**src/hdl/slrp_pkg.sv**
```systemverilog
// slrp_pkg: shared types and constants of the server list reply parser.
// Used by slrp_parse, slrp_outq and server_list_reply_parser_top.
`timescale 1ns / 1ps

package slrp_pkg;

  localparam int unsigned GroupLen = 6;
  localparam int unsigned OutqDepth = 4;
  localparam int unsigned OutqPtrW = $clog2(OutqDepth);

  // packet status codes
  localparam logic [1:0] ST_COMPLETE = 2'd0;
  localparam logic [1:0] ST_MORE = 2'd1;
  localparam logic [1:0] ST_BAD_LEN = 2'd2;
  localparam logic [1:0] ST_BAD_HDR = 2'd3;

  // result kinds
  localparam logic KIND_SERVER = 1'b0;
  localparam logic KIND_STATUS = 1'b1;

  typedef struct packed {
    logic        result_kind;
    logic [31:0] server_ip;
    logic [15:0] server_port;
    logic [1:0]  packet_status;
    logic        last_of_run;
  } result_t;

  // results produced by one accepted byte: a server record, then a status
  typedef struct packed {
    logic    rec_valid;
    result_t rec;
    logic    stat_valid;
    result_t stat;
  } push_t;

  // expected reply header FF FF FF FF 66 0A
  function automatic logic [7:0] hdr_byte(input logic [2:0] pos);
    logic [7:0] b;
    case (pos)
      3'd4:    b = 8'h66;
      3'd5:    b = 8'h0A;
      default: b = 8'hFF;
    endcase
    return b;
  endfunction

endpackage

```
**src/hdl/slrp_parse.sv**
```systemverilog
// slrp_parse: per-byte parsing state (header check, record assembly) and the
// results each accepted byte produces. Depends on slrp_pkg.
`timescale 1ns / 1ps

module slrp_parse (
  input  logic             clk,
  input  logic             rst_n,
  input  logic             accept,
  input  logic [7:0]       data_byte,
  input  logic             packet_end,
  output slrp_pkg::push_t  push
);

  typedef enum logic [1:0] {
    PH_HEADER  = 2'd0,
    PH_RECORDS = 2'd1,
    PH_ENDED   = 2'd2
  } phase_t;

  phase_t      phase_r, phase_nxt;
  logic [2:0]  gpos_r, gpos_nxt;
  logic        mismatch_r, mismatch_nxt;
  logic [39:0] rec_r, rec_nxt;

  logic [2:0]  pos;
  logic        group_done;
  logic        have_rec;
  logic [31:0] ip;
  logic [15:0] port;
  logic [1:0]  status;

  always_comb begin
    pos = (gpos_r < 3'(slrp_pkg::GroupLen)) ? gpos_r : 3'd0;
    group_done = (pos == 3'(slrp_pkg::GroupLen - 1));
    phase_nxt = phase_r;
    mismatch_nxt = mismatch_r;
    rec_nxt = rec_r;
    have_rec = 1'b0;
    ip = rec_r[39:8];
    port = {rec_r[7:0], data_byte};
    unique case (phase_r)
      PH_HEADER: begin
        if (data_byte != slrp_pkg::hdr_byte(pos)) mismatch_nxt = 1'b1;
        if (group_done) phase_nxt = PH_RECORDS;
      end
      PH_RECORDS: begin
        if (group_done) begin
          rec_nxt = '0;
          if (ip == 32'd0) phase_nxt = PH_ENDED;
          else if (!mismatch_r) have_rec = 1'b1;
        end else begin
          rec_nxt = {rec_r[31:0], data_byte};
        end
      end
      default: ;  // list ended: bytes only counted
    endcase
    gpos_nxt = group_done ? 3'd0 : pos + 3'd1;

    if (gpos_nxt != 3'd0) status = slrp_pkg::ST_BAD_LEN;
    else if (mismatch_nxt) status = slrp_pkg::ST_BAD_HDR;
    else if (phase_nxt == PH_ENDED) status = slrp_pkg::ST_COMPLETE;
    else status = slrp_pkg::ST_MORE;

    push.rec_valid = accept && have_rec;
    push.rec.result_kind = slrp_pkg::KIND_SERVER;
    push.rec.server_ip = ip;
    push.rec.server_port = port;
    push.rec.packet_status = 2'd0;
    push.rec.last_of_run = !packet_end;
    push.stat_valid = accept && packet_end;
    push.stat.result_kind = slrp_pkg::KIND_STATUS;
    push.stat.server_ip = '0;
    push.stat.server_port = '0;
    push.stat.packet_status = status;
    push.stat.last_of_run = 1'b1;
  end

  always_ff @(posedge clk) begin
    if (!rst_n) begin
      phase_r <= PH_HEADER;
      gpos_r <= '0;
      mismatch_r <= 1'b0;
      rec_r <= '0;
    end else if (accept) begin
      if (packet_end) begin
        // back to the reset state for the next packet
        phase_r <= PH_HEADER;
        gpos_r <= '0;
        mismatch_r <= 1'b0;
        rec_r <= '0;
      end else begin
        phase_r <= phase_nxt;
        gpos_r <= gpos_nxt;
        mismatch_r <= mismatch_nxt;
        rec_r <= rec_nxt;
      end
    end
  end

endmodule

```
**src/hdl/slrp_outq.sv**
```systemverilog
// slrp_outq: small result queue taking up to two results per cycle and
// handing out one per transfer. Depends on slrp_pkg.
`timescale 1ns / 1ps

module slrp_outq (
  input  logic                clk,
  input  logic                rst_n,
  input  slrp_pkg::push_t     push,
  output logic                room2,
  output logic                out_valid,
  input  logic                out_ready,
  output slrp_pkg::result_t   out_res
);

  localparam int unsigned PW = slrp_pkg::OutqPtrW;

  slrp_pkg::result_t mem_r [slrp_pkg::OutqDepth];
  logic [PW-1:0] wptr_r, wptr_nxt, rptr_r, wsecond;
  logic [PW:0]   count_r, count_nxt;
  logic [1:0]    push_n;
  logic          pop;

  always_comb begin
    pop = out_valid && out_ready;
    push_n = {1'b0, push.rec_valid} + {1'b0, push.stat_valid};
    wsecond = wptr_r + PW'(push.rec_valid);
    wptr_nxt = wptr_r + PW'(push_n);
    count_nxt = count_r + (PW+1)'(push_n) - (PW+1)'(pop);
  end

  assign out_valid = (count_r != '0);
  assign out_res = mem_r[rptr_r];
  // room for the worst case of one byte: record plus status
  assign room2 = (count_r <= (PW+1)'(slrp_pkg::OutqDepth - 2));

  always_ff @(posedge clk) begin
    if (!rst_n) begin
      wptr_r <= '0;
      rptr_r <= '0;
      count_r <= '0;
    end else begin
      wptr_r <= wptr_nxt;
      count_r <= count_nxt;
      if (pop) rptr_r <= rptr_r + PW'(1);
    end
  end

  always_ff @(posedge clk) begin
    if (push.rec_valid) mem_r[wptr_r] <= push.rec;
    if (push.stat_valid) mem_r[wsecond] <= push.stat;
  end

endmodule

```
**src/hdl/server_list_reply_parser_top.sv**
```systemverilog
// Server list reply parser, top level. Depends on slrp_pkg, slrp_parse, slrp_outq.
// Throughput: one byte per cycle while in_ready is high; a byte ending a packet on
// a record boundary yields two results, drained one per cycle while out_ready is
// high through a 4-entry result queue, which offers results in arrival order.
// Input ready is low while the queue cannot take two more results.
// Reset (synchronous, active low) clears parse state and empties the queue.
`timescale 1ns / 1ps

module server_list_reply_parser_top (
  input  logic        clk,
  input  logic        rst_n,
  input  logic        in_valid,
  output logic        in_ready,
  input  logic [7:0]  in_data_byte,
  input  logic        in_packet_end,
  output logic        out_valid,
  input  logic        out_ready,
  output logic        out_result_kind,
  output logic [31:0] out_server_ip,
  output logic [15:0] out_server_port,
  output logic [1:0]  out_packet_status,
  output logic        out_last_of_run
);

  slrp_pkg::push_t   push;
  slrp_pkg::result_t res;
  logic              room2;
  logic              accept;

  assign in_ready = room2;
  assign accept = in_valid && in_ready;

  slrp_parse u_parse (
    .clk        (clk),
    .rst_n      (rst_n),
    .accept     (accept),
    .data_byte  (in_data_byte),
    .packet_end (in_packet_end),
    .push       (push)
  );

  slrp_outq u_outq (
    .clk       (clk),
    .rst_n     (rst_n),
    .push      (push),
    .room2     (room2),
    .out_valid (out_valid),
    .out_ready (out_ready),
    .out_res   (res)
  );

  assign out_result_kind = res.result_kind;
  assign out_server_ip = res.server_ip;
  assign out_server_port = res.server_port;
  assign out_packet_status = res.packet_status;
  assign out_last_of_run = res.last_of_run;

endmodule

```
**config.mk**
```make
export PLATFORM = sky130hd
export DESIGN_NAME = server_list_reply_parser_top
export DESIGN_NICKNAME = d
export VERILOG_FILES = /design/src/hdl/slrp_pkg.sv /design/src/hdl/slrp_parse.sv /design/src/hdl/slrp_outq.sv /design/src/hdl/server_list_reply_parser_top.sv
export SDC_FILE = /design/constraint.sdc
export NUM_CORES = 1
export LEC_CHECK = 0
export BUFFER_PORTS_ARGS = -buffer_cell sky130_fd_sc_hd__buf_2
export CORE_MARGIN = 10
export CORE_UTILIZATION = 55
export DETAILED_ROUTE_END_ITERATION = 10
export GPL_ROUTABILITY_DRIVEN = 1
export GPL_TIMING_DRIVEN = 1
export PLACE_DENSITY = 0.73
export SETUP_SLACK_MARGIN = 0.4
export SLEW_MARGIN = 20
export SYNTH_ARGS = -nofsm -noshare
export SYNTH_HDL_FRONTEND = slang
export SYNTH_SLANG_ARGS = --single-unit
```
**constraint.sdc**
```tcl
create_clock -name clk -period 6.22 [get_ports clk]
set_input_delay 0.311 -clock clk [delete_from_list [all_inputs] [get_ports clk]]
set_output_delay 0.311 -clock clk [all_outputs]
set_load 0.01 [all_outputs]
```
# == After elaboration in Yosys (flattened, before gate mapping) ==
# Memory sizes are Yosys's and may differ from the RTL's. A register that Yosys moved wholly into a read port is not among the register bits.
# Cells that the tools add are included.
# Widths: inputs -> output; s select.
# totals
reg_bits,53
mem_bits_rw,208
input_bits,13
output_inout_bits,54
elab_cells,62
memories,1
# memory_table
name,words,word_bits,read_ports,rd_ports_with_merged_regs,write_ports,line_no,text
u_outq.mem_r,4,52,1,1,2,slrp_outq.sv:17,slrp_pkg::result_t mem_r [slrp_pkg::OutqDepth];
# classes
addsub,7
order_cmp,2
eq_ne,5
muxes,29
reduce_logical,11
# ops
cell,count
$mux 40,3
$logic_not 32->1,1
$mux 2,8
$pmux 8 s2,1
$mux 1,12
$mux 3,3
$mux 8,1
$ne 8x8->1,1
$eq 3x3->1 const B,2
$reduce_bool 3->1,2
$logic_and 1x1->1,4
$pmux 2 s2,1
$add 3x1->3 const B,1
$add 3x2->3,1
$le 3x2->1 const B,1
$lt 3x3->1 const B,1
$sub 3x1->3,1
$add 1x1->2,1
$add 2x1->2,1
$add 2x1->2 const B,1
$add 2x2->2,1
$eq 2x1->1 const B,1
$eq 2x2->1 const B,1
$logic_not 2->1,1
3 further kinds,3

# == Depth between registers and ports, before layout ==
# Gate-level depths: netlist of run 1.
# depth
word_depth,10
ltp_mapped,12
mapped_depth_nobuf,11

# == Modules after synthesis ==
# A second synthesis of run 1 with hierarchy kept.
# unflattened
cells_unflattened,818
area_unflattened_um2,13122.6
# modules_own_cells
module,instances,cells_per_inst,area_each_um2
slrp_outq,1,555,10700.3
slrp_parse,1,262,2416.1
server_list_reply_parser_top,1,1,6.3

# == Worst setup path before layout of run 1 ==
# Ideal clock, no wire load.
# synth_path
path_type,register to register
start,reg u_parse.gpos_r[1]
end,reg u_outq.count_r[2]
setup_ps,115
arrival_time_ps,2561
required_ps,6105
path_slack_ps,3544
path_stages_with_launch,13
n_path_buf,2
synth_period_minus_slack_ps,2676
cell_sequence,dfxtp_1 -> clkbuf_2 -> and3b_1 -> clkbuf_1 -> nand3_1 -> nor3_1 -> ha_1 -> inv_1 -> ha_1 -> fa_1 -> xor2_1 -> xnor2_1 -> and2_1
# synth_via
elab_chain_len,9
# synth_lines
item,line_no,text
"start, declared",slrp_parse.sv:21,"logic [2:0] gpos_r, gpos_nxt;"
"start signal, assigned",slrp_parse.sv:93,gpos_r <= gpos_nxt;
$lt 3x3->1,slrp_parse.sv:33,pos = (gpos_r < 3'(slrp_pkg::GroupLen)) ? gpos_r : 3'd0;
$mux 3 (*),slrp_parse.sv:33,
$eq 3x3->1 (*),slrp_parse.sv:34,group_done = (pos == 3'(slrp_pkg::GroupLen - 1));
$mux 1 (*),slrp_parse.sv:47,if (group_done) begin
$mux 1 (*),slrp_parse.sv:41,unique case (phase_r)
$logic_and 1x1->1 (*),slrp_parse.sv:64,push.rec_valid = accept && have_rec;
$add 1x1->2 (*),slrp_outq.sv:25,"push_n = {1'b0, push.rec_valid} + {1'b0, push.stat_valid};"
$add 3x2->3 (*),slrp_outq.sv:28,count_nxt = count_r + (PW+1)'(push_n) - (PW+1)'(pop);
$sub 3x1->3 (*),slrp_outq.sv:28,
"end signal, assigned",slrp_outq.sv:43,count_r <= count_nxt;
"end, declared",slrp_outq.sv:19,"logic [PW:0] count_r, count_nxt;"
# Every way passes the cells marked *; elsewhere a longest branch is shown, timed or not.
# A chain may end at the register's enable or synchronous reset.

==> impl_metrics.py, run 1 <==
metrics = {
    "sta": {
        "fmax_mhz": 266.0,
        "fin_crit_sh": 0.6045,
        "whs_ns": 0.1050,
        "worstMarginPinSlew_ns": 1.118,
        "rsz0062_at_grt": "no",
        "hold_viol_final": 0,
        "final.setup.tns_ns": 0,
        "final.min_clock_period_ns": 3.760,
        "slew_viol_final": 0,
        "timing.slew.headroom": 0.2549,
        "setup_viol_count_final": 0,
        "finalClockSkew_ns": 0.01097,
    },
    "synth": {
        "syn_inst": 1236,
        "syn_area_mm2": 0.01234,
        "muxShareOfSynthArea": 0.2568,
        "async_reset_ff_frac": 0,
        "synth_top_family_by_area": "multiplexers",
        "synth_edf_count": 8,
        "synth_xor_area_frac": 0.005678,
        "synth_nets": 1256,
        "synthFlopType": "dfxtp_1",
        "ys_ff_latch": 263,
        "postSynthAreaPerCell_um2": 9.984,
        "yosysWarnings": 0,
        "seq_area_frac_synth": 0.4331,
        "synth_fa_ha_area_frac": 0.007706,
        "synth_simple_gate_area_frac": 0.1847,
        "synthDistinctLibCells": 56,
        "synth_compound_area_frac": 0.04846,
    },
    "worst_setup_path": {
        "r2r-end": "u_outq.mem_r[1][2]",
        "cp_max_fo": 95,
        "max_stage_delay_ns": 0.60,
        "r2r-start": "u_parse.rec_r[24]",
        "rr_worst_depth": 10,
        "cp_slowest_cell": "buf_4",
        "start_kind": "flip-flop",
        "cp_cell_sequence": "nor4_2 -> nand4_2 -> nor2_1 -> nor3_1 -> ha_1 -> xnor2_1 -> nand4_1 -> buf_4 -> or3_1 -> o22ai_1",
        "worst-path-stages": 10,
        "cp.required_ns": 6.56,
        "ff2ff_setup_slack_ns": 2.46,
        "crit_arrival_ns": 4.10,
        "path_class": "flip-flop to flip-flop",
        "end_kind": "flip-flop",
        "setup.worst_path.start": "u_parse.rec_r[24]",
        "critPathBufInv": 1,
        "cp_top_family": "simple AND/OR/NAND/NOR gates",
    },
    "global_route": {
        "grt.overflow.total": 0,
        "antenna_found_initial": 0,
        "use_met2": 0.3579,
        "grt_pass1_wl_mm": 48.45,
        "grt_busiest_layer": "met2",
        "grt_max_degree": 96,
        "grt_use_met1": 0.2556,
        "grt_util_all_layers": 0.2039,
        "grt.met3_usage": 0.02861,
        "grt_pass1_vias": 9109,
    },
    "floorplan": {
        "dieWidth_um": 169.8,
        "die_h_um": 169.8,
        "rows": 54,
        "io_pins": 67,
        "die_area_mm2": 0.02883,
        "core-area_mm2": 0.02196,
        "start_util": 0.5620,
    },
    "finish": {
        "multiInputGateArea_mm2": 0.006248,
        "final_cell_mix": "400 x nand2_1, 253 x dfxtp_1, 194 x mux2i_1, 66 x buf_2, 52 x mux4_2",
        "fillerInstances": 1857,
        "syn_to_final_growth_pct": 7.189,
        "layout_commonest_cell": "nand2_1",
        "final_area_mm2": 0.01323,
        "fin_nets": 1260,
        "fin_cells": 1536,
        "fin_util": 0.6024,
        "n_antenna_cell": 0,
        "layout-drive-gt1-share": 0.1513,
        "seqCellArea_mm2": 0.005350,
    },
    "drt": {
        "wire_per_inst_um": 19.18,
        "routed_wl_mm": 29.47,
        "via_per_inst": 5.854,
        "drt-initial-drc-count": 752,
        "vias": 8991,
        "dr.pass1.iters": 5,
        "drt.antenna.violating_nets": 0,
        "drc": 0,
    },
    "min_path": {
        "min_from": "in_data_byte[1]",
        "hp-class": "primary input to flip-flop",
        "worstHoldEndpoint": "u_outq.mem_r[2][4]",
        "min_path_cells": 3,
    },
    "clock_network": {
        "clock_sink_count": 263,
        "clk_latency_ns": 0.53,
        "cts_setup_buffers": 0,
        "cts_buffers": 27,
        "htreeDepth": 1,
        "ctsHoldBuffers": 0,
        "cts_tree": "done",
        "clk_pin_slew_ns": 0.06,
        "root_buffer": "clkbuf_16",
        "clk_path_buf_depth": 3,
        "post_cts_resized": 0,
    },
    "placed_design": {
        "dpl_cell_area_mm2": 0.01243,
        "dpl.hpwl_mm": 17.23,
        "place_inst": 1491,
        "gp_congestion": 0.7898,
        "portBuffers": 66,
    },
    "status": {
        "status": "finished, final reports clean",
    },
    "pwr": {
        "clockPowerShare": 0.401,
        "pwr-share-comb": 0.123,
        "ir_worst_vdd_mv": 0.1825,
        "swShare": 0.2567,
        "power_density_mw_per_mm2": 280.0,
        "p_seq_frac": 0.476,
        "leakage_nw": 4.566,
        "intPower_mw": 2.753,
        "switchingPower_mw": 0.9508,
    },
    "flow_run": {
        "cap_violations": 0,
    },
}
[worst register-to-register path, stage by stage (launching register included)]
cell and delay (ns):
dfxtp_1 0.37, nor4_2 0.38, nand4_2 0.31, nor2_1 0.18
nor3_1 0.09, ha_1 0.23, xnor2_1 0.33, nand4_1 0.44
buf_4 0.60, or3_1 0.46, o22ai_1 0.18
[synth_stat cells, types with 3 or more instances]
cell | number | share of area
a21boi_0 | 7 | 0.0043
a32oi_1 | 36 | 0.026
and2_1 | 8 | 0.0041
and3_1 | 3 | 0.0015
buf_1 | 4 | 0.0012
buf_12 | 12 | 0.019
buf_2 | 21 | 0.0085
buf_6 | 8 | 0.0073
buf_8 | 3 | 0.0036
clkbuf_1 | 50 | 0.015
dfxtp_1 | 255 | 0.41
dlygate4sd1_1 | 3 | 0.0021
edfxtp_1 | 8 | 0.019
ha_1 | 6 | 0.0061
inv_1 | 14 | 0.0043
mux2_4 | 3 | 0.0036
mux2i_1 | 194 | 0.16
mux4_2 | 52 | 0.095
nand2_1 | 400 | 0.12
nand2b_1 | 8 | 0.0041
nand3_1 | 8 | 0.0032
nand4_1 | 7 | 0.0035
nor2_1 | 8 | 0.0024
nor2b_1 | 42 | 0.021
nor3_1 | 9 | 0.0036
nor4_2 | 7 | 0.0071
o2111a_1 | 3 | 0.0027
o21ai_0 | 8 | 0.0032
o21ai_1 | 3 | 0.0012
o21bai_1 | 4 | 0.0024
o22ai_1 | 4 | 0.0020
or3_1 | 4 | 0.0020
xnor2_1 | 5 | 0.0035
xor2_1 | 3 | 0.0021
[flip-flops by register name, summed over array words and instances, names as in the netlist, named ones only]
register	cells
u_outq.mem_r	208
u_parse.phase_r	2
u_outq.wptr_r	2
u_outq.count_r	3
u_outq.rptr_r	2
u_parse.rec_r	40
u_parse.mismatch_r	1
u_parse.gpos_r	3
[worst max path at each step]
| stage | slack, ns | end |
|---|---|---|
| 6_report | 2.46 | u_outq.mem_r[1][2] |
| 5_1_grt | 2.12 | u_outq.mem_r[1][2] |
| 4_1_cts | 2.46 | u_outq.mem_r[1][2] |
| 3_5_place_dp | 2.58 | u_outq.mem_r[1][2] |
| 3_3_place_gp | 2.70 | u_outq.mem_r[1][2] |
| 2_1_floorplan | 3.54 | u_outq.count_r[2] |
[per-layer routing]
layer | vias up | wire [um]
met1 | 4426 | 12940
met2 | 254 | 14390
met5 | - | 0
met3 | 47 | 1480
li1 | 4264 | -
met4 | 0 | 661
[area by class of cell]
class	count	share of cell area
multi-input combinational	854	0.4724
inverter	15	0.004257
timing repair buffer	79	0.03235
clock inverter	1	0.0003784
sequential	263	0.4045
tap	280	0.02649
clock buffer	44	0.05969
[through the flow]
stage | total power [mW] | setup WS, ns
floorplan | 2.133 | 3.544
global placement | 2.250 | 2.701
detailed placement | 2.260 | 2.578
CTS | 3.735 | 2.459
global route | 3.846 | 2.120
finish | 3.704 | 2.460
[logic make-up after synthesis]
family,count (synthesis)
DFF,263
and+or+nand+nor,516
buffers and inverters,119
xor gates and xnor gates,8
muxes,250
adders and majority gates,7
AOI/OAI and AO/OA,73
[power by group through the flow]
| stage | Combinational [mW] | Sequential, mW | Clock, mW |
|---|---|---|---|
| 2_1_floorplan | 0.358 | 1.77 | 0 |
| 3_3_place_gp | 0.451 | 1.80 | 0 |
| 3_5_place_dp | 0.460 | 1.80 | 0 |
| 4_1_cts | 0.462 | 1.76 | 1.51 |
| 5_1_grt | 0.502 | 1.77 | 1.58 |
| 6_report | 0.457 | 1.76 | 1.48 |
(Power assumes the default switching activity.)
==> inputs of run 2 (changes only) <==
==> constraint.sdc (replaced) <==
create_clock -name clk -period 3.6 [get_ports clk]
set_input_delay 0.18 -clock clk [delete_from_list [all_inputs] [get_ports clk]]
set_output_delay 0.18 -clock clk [all_outputs]
set_load 0.01 [all_outputs]
==> impl_metrics.py, run 2 (same netlist as run 1, synthesis figures left out) <==
metrics = {
    "floorplan": {
        "die_area_mm2": 0.02883,
        "rows": 54,
        "start_util": 0.5620,
        "die_h_um": 169.8,
        "dieWidth_um": 169.8,
        "io_pins": 67,
        "core-area_mm2": 0.02196,
    },
    "drt": {
        "drc": 0,
        "dr.pass1.iters": 6,
        "routed_wl_mm": 29.27,
        "wl_met2_mm": 14.32,
        "wl_met1_mm": 12.75,
        "drt.antenna.violating_nets": 0,
        "topRoutingLayerUsed": "met4",
        "met3_length_mm": 1.515,
        "vias": 9053,
        "wire_per_inst_um": 18.81,
        "via_per_inst": 5.818,
        "drt-initial-drc-count": 782,
    },
    "flow_run": {
        "cap_violations": 0,
    },
    "sta": {
        "final.min_clock_period_ns": 2.958,
        "finalClockSkew_ns": 0.009793,
        "rsz0062_at_grt": "no",
        "final.setup.tns_ns": 0,
        "slew_viol_final": 0,
        "fin_crit_sh": 0.8216,
        "timing.slew.headroom": 0.3494,
        "setup_viol_count_final": 0,
        "worstMarginPinSlew_ns": 0.9759,
        "layout_setup_ws_ns": 0.6421,
        "whs_ns": 0.01386,
        "fmax_mhz": 338.1,
        "hold_viol_final": 0,
    },
    "worst_setup_path": {
        "ff2ff_setup_slack_ns": 0.64,
        "setup.worst_path.start": "u_parse.phase_r[1]",
        "r2r-end": "u_outq.mem_r[3][8]",
        "start_kind": "flip-flop",
        "cp_max_fo": 26,
        "rr_worst_depth": 10,
        "endpoint": "u_outq.mem_r[3][8]",
        "cp.required_ns": 4.00,
        "path_class": "flip-flop to flip-flop",
        "crit_arrival_ns": 3.36,
        "end_kind": "flip-flop",
        "r2r-start": "u_parse.phase_r[1]",
    },
    "clock_network": {
        "cts_setup_buffers": 0,
        "clk_pin_slew_ns": 0.06,
        "cts_buffers": 28,
        "cts_tree": "done",
        "clk_path_buf_depth": 3,
        "clock_sink_count": 263,
        "htreeDepth": 1,
        "clk_latency_ns": 0.54,
        "root_buffer": "clkbuf_16",
    },
    "finish": {
        "fin_nets": 1274,
        "syn_to_final_growth_pct": 10.92,
        "layout-drive-gt1-share": 0.1646,
        "layout_commonest_cell": "nand2_1",
        "fin_cells": 1556,
        "largest-register": "u_outq.mem_r",
        "n_antenna_cell": 0,
        "largest_reg_flops": 208,
        "reg.largest.list": "u_outq.mem_r: 208 flops, u_parse.rec_r: 40 flops",
        "final_cell_mix": "400 x nand2_1, 253 x dfxtp_1, 194 x mux2i_1, 66 x buf_2, 52 x mux4_2",
    },
    "pwr": {
        "power.total_mw": 7.007,
        "leakage_nw": 4.783,
        "power_density_mw_per_mm2": 511.9,
        "ir_worst_vdd_mv": 0.4041,
    },
    "global_route": {
        "grt_pass1_wl_mm": 47.79,
        "grt_pass1_vias": 8869,
        "grt_max_degree": 83,
        "grt_util_all_layers": 0.2009,
        "antenna_found_initial": 0,
        "grt.overflow.total": 0,
    },
    "placed_design": {
        "pre_cts_ws_ns": 0.6745,
        "portBuffers": 66,
        "place_inst": 1497,
        "dpl.hpwl_mm": 17.74,
        "gp_congestion": 0.8156,
    },
    "status": {
        "status": "finished, final reports clean",
    },
    "min_path": {
        "hp-class": "primary input to flip-flop",
    },
}
==> run 2: changes by cell type in the layout (fill, tap and decap cells not counted) <==
cell	change
buf_12	+9
clkbuf_1	-7
dlygate4sd3_1	+7
bufinv_16	+5
buf_4	-3
clkinv_2	+3
clkbuf_16	+2
clkbuf_8	+2
clkinv_4	+1
clkinvlp_4	+1
==> run 2: worst min-delay path by stage <==
stage | startpoint | slack (ns) | endpoint | cells after the start
after floorplan | in_data_byte[7] | 0.32 | u_outq.mem_r[0][10] | 2
after global routing | in_data_byte[7] | 0.02 | u_outq.mem_r[3][10] | 3
after global placement | u_outq.mem_r[3][4] | 0.44 | u_outq.mem_r[3][4] | 2
after CTS | in_data_byte[7] | 0.002 | u_outq.mem_r[3][10] | 3
final | in_data_byte[7] | 0.01 | u_outq.mem_r[2][10] | 3
after detailed placement | u_outq.mem_r[3][4] | 0.45 | u_outq.mem_r[3][4] | 2
==> run 2: cell type report <==
| cell class | count | area (um^2) |
|---|---|---|
| fillers | 1795 | 8270 |
| clock buffers | 41 | 840.8 |
| well taps | 280 | 350.3 |
| clock inverters | 11 | 186.4 |
| flip-flops and latches | 263 | 5350 |
| inverters | 15 | 56.30 |
| repair buffers | 92 | 655.6 |
| multi-input cells | 854 | 6248 |
==> run 2: where the power goes <==
part,switching (mW),leakage [nW],internal [mW],total [mW]
clock network,1.17,0.504,1.97,3.15
logic,0.462,2.15,0.323,0.785
registers,0.0955,2.13,2.98,3.08
==> run 2: repair_timing <==
item	in CTS	in global routing
hold buffers	7	0
resized for setup	0	0
endpoints found under the setup margin	0	0
endpoints found under the hold margin	28	0
==> run 2: critical path: stages (launching register included) <==
cell and delay [ns]:
dfxtp_1 0.37, nand2b_1 0.27, or2_2 0.33, nor3_1 0.34, ha_1 0.27, xor2_1 0.30
nand4_1 0.25, buf_4 0.27, buf_4 0.23, nand2_1 0.11, mux2i_1 0.07
==> run 2: metal layers <==
layer | GRT usage | vias up
met4 | 0.05570 | 0
met3 | 0.02908 | 53
met2 | 0.3430 | 234
li1 | - | 4283
met5 | 0 | -
met1 | 0.2595 | 4483
==> run 2: metrics by stage <==
stage | util | instance area, um^2
after floorplan | - | 12340
after global placement | 0.5734 | 12590
after detailed placement | 0.5734 | 12590
after CTS | 0.6234 | 13690
after global routing | 0.6234 | 13690
final | 0.6234 | 13690
==> inputs of run 3 (changes only) <==
--- a/config.mk
+++ b/config.mk
@@ -5,6 +5,7 @@
 export SDC_FILE = /design/constraint.sdc
 export NUM_CORES = 1
 export LEC_CHECK = 0
+export ABC_AREA = 1
 export BUFFER_PORTS_ARGS = -buffer_cell sky130_fd_sc_hd__buf_2
 export CORE_MARGIN = 10
 export CORE_UTILIZATION = 55
==> constraint.sdc (replaced) <==
create_clock -name clk -period 3.1 [get_ports clk]
set_input_delay 0.155 -clock clk [delete_from_list [all_inputs] [get_ports clk]]
set_output_delay 0.155 -clock clk [all_outputs]
set_load 0.01 [all_outputs]
==> impl_metrics.py, run 3 <==
metrics = {
    "synth": {
        "seq_area_frac_synth": 0.4779,
        "synth_top_area_cell": "dfxtp_1",
        "synthFlopType": "dfxtp_1",
        "yosysMostFrequentCell": "nand2_1",
        "yosys-top-cells-area": "dfxtp_1 46%, nand2_1 13%, a21oi_1 11%, nand3_1 7.0%, o21ai_0 5.2%",
        "yosys-top-cells-count": "377 x nand2_1, 255 x dfxtp_1, 242 x a21oi_1",
        "synth_top_area_share": 0.4564,
        "postSynthAreaPerCell_um2": 7.216,
        "ys_ff_latch": 263,
        "synth_edf_count": 8,
        "synthDistinctLibCells": 29,
        "synth_nets": 1570,
        "syn_area_mm2": 0.01118,
        "yosysWarnings": 0,
        "async_reset_ff_frac": 0,
        "syn_inst": 1550,
    },
    "floorplan": {
        "rows": 52,
        "die_area_mm2": 0.02644,
        "die_h_um": 162.6,
        "start_util": 0.5563,
        "core-area_mm2": 0.02010,
        "io_pins": 67,
        "dieWidth_um": 162.6,
    },
    "worst_setup_path": {
        "cp.required_ns": 3.50,
        "r2r-end": "u_outq.mem_r[0][2]",
        "cp_max_fo": 13,
        "critPathBufInv": 4,
        "path_class": "flip-flop to flip-flop",
        "cp_top_family": "simple AND/OR/NAND/NOR gates",
        "start_kind": "flip-flop",
        "cpMostUsedCell": "nand2_1",
        "cp_cell_sequence": "nor2_1 -> nand2_1 -> nor2_2 -> nand4_1 -> nand2_1 -> clkinv_2 -> ha_1 -> or2_1 -> nand2_4 -> inv_2 -> nor3_4 -> buf_4 -> nand2_1 -> inv_1",
        "cp_slowest_cell": "dfxtp_1",
        "r2r-start": "u_parse.rec_r[11]",
        "max_stage_delay_ns": 0.40,
        "ff2ff_setup_slack_ns": 0.60,
        "end_kind": "flip-flop",
        "setup.worst_path.start": "u_parse.rec_r[11]",
        "rr_worst_depth": 14,
        "crit_arrival_ns": 2.90,
    },
    "finish": {
        "final_cell_mix": "376 x nand2_1, 242 x a21oi_1, 239 x dfxtp_1, 153 x nand3_1, 139 x nor2_1",
        "syn_to_final_growth_pct": 16.50,
        "layout_commonest_cell": "nand2_1",
        "largest-register": "u_outq.mem_r",
        "reg.largest.list": "u_outq.mem_r: 208 flops, u_parse.rec_r: 40 flops",
        "fin_cells": 1873,
        "seqCellArea_mm2": 0.005365,
        "layout-drive-gt1-share": 0.1298,
        "fillerInstances": 1788,
        "n_antenna_cell": 0,
        "fin_nets": 1603,
        "largest_reg_flops": 208,
        "multiInputGateArea_mm2": 0.005263,
    },
    "min_path": {
        "hp-class": "primary input to flip-flop",
        "min_from": "in_valid",
        "worstHoldEndpoint": "u_parse.gpos_r[2]",
        "min_path_cells": 4,
    },
    "clock_network": {
        "clk_pin_slew_ns": 0.06,
        "clk_path_buf_depth": 3,
        "clock_sink_count": 263,
        "clk_latency_ns": 0.53,
        "htreeDepth": 1,
        "cts_buffers": 27,
        "cts_tree": "done",
        "root_buffer": "clkbuf_16",
    },
    "placed_design": {
        "portBuffers": 66,
        "place_inst": 1805,
        "dpl.hpwl_mm": 18.43,
        "gp_congestion": 0.8288,
    },
    "status": {
        "status": "finished, final reports clean",
    },
    "drt": {
        "vias": 10998,
        "dr.pass1.iters": 6,
        "drc": 0,
        "drt.antenna.violating_nets": 0,
        "routed_wl_mm": 34.43,
        "wire_per_inst_um": 18.38,
        "via_per_inst": 5.872,
        "drt-initial-drc-count": 1131,
    },
    "sta": {
        "final.min_clock_period_ns": 2.498,
        "final.setup.tns_ns": 0,
        "worstMarginPinSlew_ns": 0.7039,
        "setup_viol_count_final": 0,
        "whs_ns": 0.06195,
        "timing.slew.headroom": 0.5307,
        "hold_viol_final": 0,
        "fin_crit_sh": 0.8059,
        "slew_viol_final": 0,
        "fmax_mhz": 400.3,
        "finalClockSkew_ns": 0.009075,
        "rsz0062_at_grt": "no",
    },
    "pwr": {
        "ir_worst_vdd_mv": 0.5372,
        "leakage_nw": 5.049,
        "power_density_mw_per_mm2": 652.0,
    },
    "global_route": {
        "grt_pass1_vias": 10266,
        "grt.overflow.total": 0,
        "grt_util_all_layers": 0.2502,
        "grt_max_degree": 105,
        "antenna_found_initial": 0,
        "grt_pass1_wl_mm": 54.29,
    },
    "flow_run": {
        "cap_violations": 0,
    },
}
-- run 3: cell types whose count changed after synthesis, sizes merged, moves of 48 or more --
cell / previous run / this run
mux4: 52 / 0
nor2: 8 / 148
a21oi: 1 / 243
o22ai: 4 / 52
mux2i: 194 / 0
o21ai: 11 / 116
nand3: 8 / 158
-- run 3: layer usage --
layer / vias to the layer above / GRT usage / part of all wire
met4: 0 / 0.08484 / 0.026
met3: 75 / 0.03488 / 0.077
li1: 5268 / - / -
met2: 491 / 0.4213 / 0.48
met1: 5164 / 0.3230 / 0.42
met5: - / 0 / 0
-- run 3: kinds of logic after synthesis --
| logic type | count (synthesis) | share of synthesized area |
|---|---|---|
| simple gates | 695 | 0.2572 |
| xor+xnor | 3 | 0.002350 |
| compound gates | 416 | 0.1935 |
| fa+ha+maj | 7 | 0.008502 |
| buf+inv | 166 | 0.06052 |
| flops | 263 | 0.4779 |
-- run 3: layout make-up --
class                   instances  share of cell area
repair buffers                124             0.07768
well taps                     270             0.02593
flip-flops and latches        263              0.4118
clock inverters                 8            0.003073
clock buffers                  41             0.06434
inverters                      46             0.01335
multi-input cells            1121              0.4039
-- run 3: repair_timing --
item,4_1_cts,5_1_grt
hold buffers,11,0
setup buffers,3,3
gates resized for setup,5,26
hold endpoints to repair,53,0
setup endpoints to repair,91,167
pin swaps,1,7
gates cloned,2,0
-- run 3: tightest hold or removal path, stage by stage --
cell,delay [ns]
buf_2,0.10
nand2_2,0.14
nand2_1,0.09
a21oi_1,0.06
-- run 3: worst max path at each step --
stage	to	slack (ns)	cells after the start
final	u_outq.mem_r[0][2]	0.60	14
after global routing	u_outq.count_r[2]	0.41	13
after CTS	u_outq.mem_r[1][47]	0.40	14
after detailed placement	u_outq.mem_r[2][49]	0.19	10
after global placement	u_outq.mem_r[0][49]	0.25	10
after floorplan	u_outq.mem_r[1][1]	0.43	14
-- run 3: report_power, final --
part	switching [mW]	internal (mW)
registers	0.0687	3.47
logic	1.20	0.573
clock network	1.33	1.85
-- run 3: metrics by stage --
stage / utilization / worst slack (ns) / power (mW) / area [um^2]
final: 0.6481 / 0.6016 / 8.496 / 13030
after global routing: 0.6481 / 0.4123 / 8.853 / 13030
after CTS: 0.6429 / 0.3951 / 8.512 / 12920
after detailed placement: 0.5886 / 0.1857 / 5.340 / 11830
after global placement: 0.5886 / 0.2478 / 5.330 / 11830
after floorplan: - / 0.4296 / 4.676 / 11180
